**config.mk**
```make
export PLATFORM = sky130hd
export DESIGN_NAME = compacting_record_table
export DESIGN_NICKNAME = d
export VERILOG_FILES = /design/src/rtl/crt_pkg.sv /design/src/rtl/compacting_record_table.sv
export SDC_FILE = /design/constraint.sdc
export NUM_CORES = 2
export LEC_CHECK = 0
export BUFFER_PORTS_ARGS = -buffer_cell sky130_fd_sc_hd__buf_2
export CAP_MARGIN = 40
export CORE_MARGIN = 1
export CORE_UTILIZATION = 40
export CTS_BUF_LIST = sky130_fd_sc_hd__clkbuf_2 sky130_fd_sc_hd__clkbuf_4 sky130_fd_sc_hd__clkbuf_8
export CTS_CLUSTER_DIAMETER = 200
export DETAILED_ROUTE_END_ITERATION = 8
export PLACE_DENSITY = 0.54
export SLEW_MARGIN = 20
export SYNTH_ARGS = -nofsm -noshare
export SYNTH_HDL_FRONTEND = slang
export SYNTH_SLANG_ARGS = --single-unit
```
**constraint.sdc**
```tcl
create_clock -name clk -period 18.2 [get_ports clk]
set_input_delay 2.73 -clock clk [delete_from_list [all_inputs] [get_ports clk]]
set_output_delay 2.73 -clock clk [all_outputs]
set_load 0.005 [all_outputs]
```
**src/rtl/crt_pkg.sv**
```systemverilog
// ============================================================================
// crt_pkg - shared types and codes for the compacting record table
// Beat layouts for the command and response channels, the stored record,
// action and status codes, and the sequencer state encoding.
// ============================================================================
`default_nettype none

package crt_pkg;

  // Action codes carried by a command beat
  localparam logic [1:0] ACT_ADD    = 2'd0;
  localparam logic [1:0] ACT_LIST   = 2'd1;
  localparam logic [1:0] ACT_DELETE = 2'd2;

  // Status codes carried by a response beat
  localparam logic [2:0] ST_ADDED     = 3'd0;
  localparam logic [2:0] ST_FULL      = 3'd1;
  localparam logic [2:0] ST_LISTED    = 3'd2;
  localparam logic [2:0] ST_EMPTY     = 3'd3;
  localparam logic [2:0] ST_REMOVED   = 3'd4;
  localparam logic [2:0] ST_NOT_FOUND = 3'd5;

  // Command beat
  typedef struct packed {
    logic [1:0]         action;
    logic signed [31:0] record_id;
    logic signed [31:0] record_kind;
    logic [63:0]        message_word;
  } cmd_t;

  // Response beat
  typedef struct packed {
    logic [2:0]         status;
    logic [4:0]         position;
    logic signed [31:0] out_id;
    logic signed [31:0] out_kind;
    logic [63:0]        out_message;
    logic               last;
  } rsp_t;

  // One table slot
  typedef struct packed {
    logic [31:0] id;
    logic [31:0] kind;
    logic [63:0] msg;
  } rec_t;

  // Sequencer states
  typedef enum logic [3:0] {
    S_IDLE,
    S_ADD,
    S_LIST_RD,
    S_LIST_OUT,
    S_SEARCH_RD,
    S_SEARCH_CMP,
    S_SHIFT_RD,
    S_SHIFT_WR,
    S_RESULT
  } state_t;

endpackage

`default_nettype wire

```
**src/rtl/compacting_record_table.sv**
```systemverilog
// ============================================================================
// compacting_record_table - fixed-capacity record table with compaction
// Appends records at the tail, lists them in slot order, and deletes the
// first record with a matching id by moving later records down one slot.
// ============================================================================
//
//  channel | direction | handshake            | beat
//  --------+-----------+----------------------+------------------------------
//  cmd     | in        | cmd_valid / cmd_stall | action, id, kind, message
//  rsp     | out       | rsp_valid / rsp_stall | status, position, record, last
//
//  Add writes the new tail slot unless the table is full, then replies. List
//  reads each stored record and sends it as a beat. Delete reads and compares
//  slots in turn until a match, then moves each later record one slot down,
//  then replies. The slot memory has one read port, one write port and a registered read.
//  Reset empties the table at once; no clearing pass. cmd_stall is high while
//  a command is in progress; rsp_stall holds the list and result states.
`default_nettype none

module compacting_record_table #(
  parameter int CAPACITY  = 16,
  parameter int MSG_CHARS = 8
) (
  input  wire                clk,
  input  wire                rst,
  input  wire                cmd_valid,
  output logic               cmd_stall,
  input  wire crt_pkg::cmd_t cmd,
  output logic               rsp_valid,
  input  wire                rsp_stall,
  output crt_pkg::rsp_t      rsp
);

  import crt_pkg::*;

  localparam int IDX_W = (CAPACITY > 1) ? $clog2(CAPACITY) : 1;
  localparam int CNT_W = $clog2(CAPACITY + 1);
  localparam logic [63:0] MSG_MASK = {64{1'b1}} >> (64 - 8 * MSG_CHARS);

  // Registers
  state_t            state, state_next;
  cmd_t              cmd_q;
  logic [CNT_W-1:0]  count, count_next;
  logic [CNT_W-1:0]  idx, idx_next;
  logic [2:0]        status, status_next;
  rec_t              rd_data;
  rec_t              mem [CAPACITY];
  rsp_t              rsp_next;

  // Control from the sequencer
  logic              cmd_load;
  logic              push;
  logic              mem_we;
  logic [IDX_W-1:0]  wr_addr;
  rec_t              wr_data;

  // Helpers
  logic              accept;
  logic              out_free;
  logic [CNT_W-1:0]  idx_inc;
  logic [CNT_W-1:0]  idx_dec;
  logic [CNT_W:0]    idx_plus;
  logic              idx_last;
  logic              id_match;
  logic              table_full;

  assign cmd_stall  = (state != S_IDLE);
  assign accept     = cmd_valid && !cmd_stall;
  assign out_free   = !rsp_valid || !rsp_stall;
  assign idx_inc    = idx + CNT_W'(1);
  assign idx_dec    = idx - CNT_W'(1);
  assign idx_plus   = {1'b0, idx} + (CNT_W + 1)'(1);
  assign idx_last   = (idx_plus == {1'b0, count});
  assign id_match   = (rd_data.id == cmd_q.record_id);
  assign table_full = (count >= CNT_W'(CAPACITY));

  // Next state
  always_comb begin
    state_next = state;
    unique case (state)
      S_IDLE: begin
        if (accept) begin
          unique case (cmd.action)
            ACT_ADD:    state_next = S_ADD;
            ACT_LIST:   state_next = (count == '0) ? S_RESULT : S_LIST_RD;
            ACT_DELETE: state_next = (count == '0) ? S_RESULT : S_SEARCH_RD;
            default:    state_next = S_IDLE;
          endcase
        end
      end
      S_ADD:       state_next = S_RESULT;
      S_LIST_RD:   state_next = S_LIST_OUT;
      S_LIST_OUT: begin
        if (out_free) begin
          state_next = idx_last ? S_IDLE : S_LIST_RD;
        end
      end
      S_SEARCH_RD: state_next = S_SEARCH_CMP;
      S_SEARCH_CMP: begin
        if (idx_last) begin
          state_next = S_RESULT;
        end else if (id_match) begin
          state_next = S_SHIFT_RD;
        end else begin
          state_next = S_SEARCH_RD;
        end
      end
      S_SHIFT_RD:  state_next = S_SHIFT_WR;
      S_SHIFT_WR:  state_next = idx_last ? S_RESULT : S_SHIFT_RD;
      S_RESULT: begin
        if (out_free) begin
          state_next = S_IDLE;
        end
      end
      default:     state_next = S_IDLE;
    endcase
  end

  // Sequencer outputs and datapath updates
  always_comb begin
    cmd_load    = 1'b0;
    push        = 1'b0;
    mem_we      = 1'b0;
    wr_addr     = idx[IDX_W-1:0];
    wr_data     = rd_data;
    idx_next    = idx;
    count_next  = count;
    status_next = status;
    rsp_next    = '0;
    unique case (state)
      S_IDLE: begin
        if (accept) begin
          cmd_load    = 1'b1;
          idx_next    = '0;
          status_next = (cmd.action == ACT_LIST) ? ST_EMPTY : ST_NOT_FOUND;
        end
      end
      S_ADD: begin
        if (table_full) begin
          status_next = ST_FULL;
        end else begin
          mem_we       = 1'b1;
          wr_addr      = count[IDX_W-1:0];
          wr_data.id   = cmd_q.record_id;
          wr_data.kind = cmd_q.record_kind;
          wr_data.msg  = cmd_q.message_word & MSG_MASK;
          count_next   = count + CNT_W'(1);
          status_next  = ST_ADDED;
        end
      end
      S_LIST_OUT: begin
        if (out_free) begin
          push                 = 1'b1;
          rsp_next.status      = ST_LISTED;
          rsp_next.position    = 5'(idx_plus);
          rsp_next.out_id      = rd_data.id;
          rsp_next.out_kind    = rd_data.kind;
          rsp_next.out_message = rd_data.msg;
          rsp_next.last        = idx_last;
          idx_next             = idx_inc;
        end
      end
      S_SEARCH_CMP: begin
        if (id_match && idx_last) begin
          // match in the tail slot: nothing to move
          count_next  = count - CNT_W'(1);
          status_next = ST_REMOVED;
        end else if (!idx_last) begin
          idx_next = idx_inc;
        end
      end
      S_SHIFT_WR: begin
        // move the record just read down one slot
        mem_we  = 1'b1;
        wr_addr = idx_dec[IDX_W-1:0];
        wr_data = rd_data;
        if (idx_last) begin
          count_next  = count - CNT_W'(1);
          status_next = ST_REMOVED;
        end else begin
          idx_next = idx_inc;
        end
      end
      S_RESULT: begin
        if (out_free) begin
          push            = 1'b1;
          rsp_next.status = status;
          rsp_next.last   = 1'b1;
        end
      end
      default: begin
      end
    endcase
  end

  // Slot memory: one write port, registered read at the walk index
  always_ff @(posedge clk) begin
    if (mem_we) begin
      mem[wr_addr] <= wr_data;
    end
    rd_data <= mem[idx[IDX_W-1:0]];
  end

  // Control registers
  always_ff @(posedge clk) begin
    if (rst) begin
      state     <= S_IDLE;
      count     <= '0;
      rsp_valid <= 1'b0;
    end else begin
      state <= state_next;
      count <= count_next;
      if (push) begin
        rsp_valid <= 1'b1;
      end else if (!rsp_stall) begin
        rsp_valid <= 1'b0;
      end
    end
  end

  // Payload registers
  always_ff @(posedge clk) begin
    idx    <= idx_next;
    status <= status_next;
    if (cmd_load) begin
      cmd_q <= cmd;
    end
    if (push) begin
      rsp <= rsp_next;
    end
  end

endmodule

`default_nettype wire

```
# [Word level (Yosys, flattened, before mapping)]
# Memory sizes are Yosys's and may differ from the RTL's. A register that Yosys moved wholly into a read port is not among the register bits.
# Index checks and enable logic that the tools add are counted.
[classes] addsub=5 order_cmp=1 eq_ne=20 muxes=44 reduce_logical=19
[ops] op="$mux W128" n=2
[ops] op="$mux W136" n=1
[ops] op="$pmux W4 S9" n=1
[ops] op="$mux W5" n=7
[ops] op="$eq A32 B32 Y1" n=1
[ops] op="$mux W4" n=8
[ops] op="$pmux W5 S4" n=1
[ops] op="$eq A4 B3 Y1 const B" n=4
[ops] op="$mux W3" n=5
[ops] op="$pmux W5 S3" n=1
[ops] op="$ne A2 B2 Y1 const B" n=7
[ops] op="$pmux W3 S4" n=1
[ops] op="$pmux W4 S3" n=1
[ops] op="$reduce_and A4 Y1" n=3
[ops] op="$reduce_bool A4 Y1" n=3
[ops] op="$add A5 B1 Y5 const B" n=2
[ops] op="$mux W1" n=10
[ops] op="$eq A4 B2 Y1 const B" n=2
[ops] op="$pmux W4 S2" n=1
[ops] op="$add A5 B1 Y6 const B" n=1
[ops] op="$eq A6 B5 Y1" n=1
[ops] op="$pmux W3 S2" n=1
[ops] op="$ge A5 B5 Y1 const B" n=1
[ops] op="$logic_not A5 Y1" n=1
[ops] op="other kinds (18)" n=23
[word_totals] reg_bits=283 ramBits=2048 output_inout_bits=139 wordCells=104 n_memories=1
[mem_list] name="mem" words=16 word_bits=128 rd=1 rd_ports_with_merged_regs=1 wr=1 line="compacting_record_table.sv:47" rtl="rec_t mem [CAPACITY];"

# [Longest topological paths before layout]
[depth] ltp_word=5 depth_mapped=10

# [Worst setup path after synthesis]
# Ideal clock, no wire load.
[synth_timing] path_kind="input -> register" from="input port rsp_stall" to="register rsp[0] (netlist bit), enable pin" setup_time_ns=0.635 arrival_time_ns=8.635 path_slack_ns=8.931 path_stages=2 n_path_buf=0 path_cell_list="and2_1 > nor2_1"
[synth_via] elab_chain_cells=4
[synth_lines] element="start, declared" line="compacting_record_table.sv:30" rtl="input wire rsp_stall,"
[synth_lines] element="$logic_not A1 Y1"
[synth_lines] element="$logic_or A1 B1 Y1" line="compacting_record_table.sv:69" rtl="assign out_free = !rsp_valid || !rsp_stall;"
[synth_lines] element="$mux W1" line="compacting_record_table.sv:152, compacting_record_table.sv:185"
[synth_lines] element="$mux W1"
[synth_lines] element="via push" line="compacting_record_table.sv:52" rtl="logic push;"
[synth_lines] element="end signal, assigned" line="compacting_record_table.sv:229" rtl="rsp <= rsp_next;"
[synth_lines] element="end, declared" line="compacting_record_table.sv:31" rtl="output crt_pkg::rsp_t rsp"
# The timed path passes the listed nets, and every way through them passes these cells.
# A chain may end at the register's enable or synchronous reset.

# [Worst setup path after layout]
[layout_timing] from="register state[0]" to="memory mem[4][99] (netlist bit), enable pin"
[layout_via] elab_chain_cells=4 word_cells_on_any_way=6 classes_between="eq/ne: 2; mux: 4"
[layout_lines] element="start, declared" line="compacting_record_table.sv:41" rtl="state_t state, state_next;"
[layout_lines] element="start signal, assigned" line="compacting_record_table.sv:211" rtl="state <= state_next;"
[layout_lines] element="$eq A4 B3 Y1 / $eq A4 B1 Y1 (equally long branches)" line="compacting_record_table.sv:130" rtl="unique case (state)"
[layout_lines] element="$pmux W1 S2" line="compacting_record_table.sv:130"
[layout_lines] element="$mux W1" line="compacting_record_table.sv:198" rtl="if (mem_we) begin"
[layout_lines] element="$mux W1 (not written as such)" line="compacting_record_table.sv:199" rtl="mem[wr_addr] <= wr_data;"
[layout_lines] element="end, declared" line="compacting_record_table.sv:47"
# Several ways; a longest one is shown, not always the timed one.

==> impl_metrics.csv <==
group,metric,value,unit
sta,worst_pin_slew,1.01,ns
hold_path,hp-class,"reg -> reg",
die,core,0.227,mm²
power_and_ir_drop,p_per_area,112,mW/mm²
synth,synth_area_leader_cell,"edfxtp_1",
sta,finalSetupViolations,0,
power_and_ir_drop,seq_power_share,53.9,%
grt,grt_pass1_wl,324,mm
placement,numPortBuffers,272,
synth,synthesis.nets,4164,
sta,slew_headroom,32.5,%
finish,nNetsFinal,4798,
placement,hpwl,122,mm
clock_tree,path_clk_slew,0.06,ns
clock_tree,ctsResizeCount,0,
clock_tree,clock-sinks,2459,
sta,grt_setup_unrepaired,"false",
clock_tree,root_buffer,"clkbuf_8",
setup_path,cp-end-kind,"flip-flop",
die,pin_count,273,
die,die_h,480,µm
setup_path,path_cells,"nand2b_1, or3_4, buf_4, mux2_2, a221oi_2, nand2_1, nor2_4, buf_4, buf_4",
placement,dpl_cell_area,0.0976,mm²
synth,synth_async_sr_flop_share,0,%
grt,grt_overflow,0,
power_and_ir_drop,pwr-share-clk,41.4,%
setup_path,cp_slowest_cell,"buf_4",
sta,fmax,173,MHz
clock_tree,clk_path_buf_depth,4,
power_and_ir_drop,p_sw_share,21.8,%
sta,clock_skew,0.0793,ns
synth,synth.distinct_cells,52,
sta,hold_violations,0,
clock_tree,cts_tree,"yes",
synth,synth_most_common_cell,"edfxtp_1",
finish,final_cell_area,0.106,mm²
synth,synth_edf_count,2321,
route,routed_wl,224,mm
synth,seq_area_frac_synth,79.3,%
finish,multi_input_comb_area,0.0182,mm²
sta,min_period,5.78,ns
grt,antenna_found_initial,12,
setup_path,cp_top_family,"buffers and inverters",
synth,synth_area,0.0913,mm²
clock_tree,ctsHoldBuffers,0,
setup_path,max_stage_delay,0.78,ns
synth,synthCells,4024,
sta,finalCritPeriodShare,31.8,%
die,die-area,0.230,mm²
placement,place.gp.congestion,0.742,
status,violations,"design-rule violations",
grt,grt_max_degree,113,
route,drcViolationCount,4,
clock_tree,clock_latency,1.09,ns
power_and_ir_drop,irDropWorstVdd,0.0604,mV
power_and_ir_drop,power_switching,0.00260,W
synth,synth_flop_cell,"edfxtp_1",
run,cap_violations,0,
route,wl_met3,11.9,mm
route,highest_layer,"met4",
die,dieWidth,480,µm
finish,final_layout_size_suffix_gt1_share,35.1,%
clock_tree,cts_inserted_buffers,421,
setup_path,crit_fanout,44,
setup_path,crit_arrival,6.44,ns
clock_tree,htree_levels,5,
finish,stdcell_count,8014,
synth,synth_warnings,0,
synth,avgSynthCellArea,22.7,µm²
power_and_ir_drop,leakage,34.7,nW
die,row_count,175,
setup_path,r2r_slack,12.42,ns
sta,slew_violations,0,
setup_path,crit_type,"reg -> reg",
route,routed-wl-met2,109,mm
route,wire_per_inst,28.0,µm
grt,grt_pass1_vias,45411,
finish,num-fill-cells,18853,
route,firstDrtPassIters,7,
finish,register_area,0.0725,mm²
finish,syn2layout_area_growth,16.2,%
power_and_ir_drop,combPwrFrac,4.6,%
setup_path,start_kind,"flip-flop",
route,drtIter0Drc,3872,
route,ant_nets,0,
setup_path,cp_common_cell,"buf_4",
placement,dpl.cell_count,7240,
sta,tns,0,ns
synth,synth_top_cell_area_share,76.3,%
die,initial_core_util,40.2,%
power_and_ir_drop,power,0.0119,W
clock_tree,cts_setup_buffers,0,
grt,grt_usage,19.6,%
route,wl_met1,98.0,mm
power_and_ir_drop,intPower,0.00933,W
setup_path,critPathBufInv,3,
synth,ys_seq_elements,2459,
setup_path,cp.required,18.86,ns
route,num_vias,42683,
route,vias_per_cell,5.33,
status,status,"finished, violations left",
synth,synth.top_cells.by_count,"edfxtp_1, mux4_2, nand2_1",
synth,ys_top_cells_by_area,"edfxtp_1, mux4_2, dfxtp_1",
-- layer usage --
layer	GRT usage [%]	vias up
met5	0	-
met4	5.82	0
met3	3.35	378
met2	31.6	1317
met1	27.4	23006
li1	-	17982
-- cell families after synthesis --
logic type / Yosys count / share of synthesized area [%]
muxes: 642 / 15.8
AOI/OAI and AO/OA: 54 / 0.440
and+or+nand+nor: 621 / 3.05
buffers and inverters: 201 / 0.873
adders and majority gates: 6 / 0.0904
DFF: 2459 / 79.3
xor gates and xnor gates: 41 / 0.393
-- power groups by stage --
stage / Sequential (W) / Combinational, W / Clock [W]
2_1_floorplan: 0.00652 / 0.000360 / 0
3_3_place_gp: 0.00655 / 0.000542 / 0
3_5_place_dp: 0.00655 / 0.000563 / 0
4_1_cts: 0.00643 / 0.000564 / 0.00508
5_1_grt: 0.00644 / 0.000604 / 0.00531
6_report: 0.00643 / 0.000553 / 0.00495
-- cell usage in the layout (no fill, tap or decap), types with 7 or more instances in the layout --
cell type and n:
a21oi_1 15, and2_1 133, buf_12 17, buf_16 32, buf_2 273, buf_4 83
bufinv_16 8, clkbuf_4 154, clkbuf_8 463, clkinv_1 88, clkinv_2 39, clkinvlp_4 10
dfxtp_1 138, edfxtp_1 2321, mux4_2 640, nand2_1 398, nand3_1 7, nor2_1 24
nor2_4 18, nor4_1 7, xor2_1 36
-- final timing paths --
| check | startpoint | endpoint | cells past startpoint |
|---|---|---|---|
| hold / removal | rd_data[41] | rsp[42] | 1 |
| setup / recovery | state[0] | mem[4][99] | 9 |
| hold reg to reg | rd_data[41] | rsp[42] | 1 |
| setup reg to reg | state[0] | mem[4][99] | 9 |
-- cell type report --
cell class | instances | share of cell area, %
flip-flops and latches | 2459 | 68.3
clock inverters | 148 | 0.817
diodes | 5 | 0.0118
multi-input cells | 1364 | 17.2
repair buffers | 407 | 3.05
clock buffers | 617 | 7.09
well taps | 3009 | 3.55
inverters | 5 | 0.0177
-- registers in the layout, summed over array words and instances, names as in the netlist --
name,cells
count,5
cmd_q,128
rd_data,128
rsp_valid,1
state,4
idx,5
rsp,137
status,3
mem,2048
-- stage by stage --
stage	utilization, %	hold WS (ns)	worst slack (ns)
floorplan	-	0.492	8.93
global placement	42.5	0.514	12.16
detailed placement	43.0	0.514	12.36
CTS	46.7	0.515	12.31
global route	46.7	0.526	12.13
finish	46.7	0.504	12.42
(Power assumes the default switching activity.)
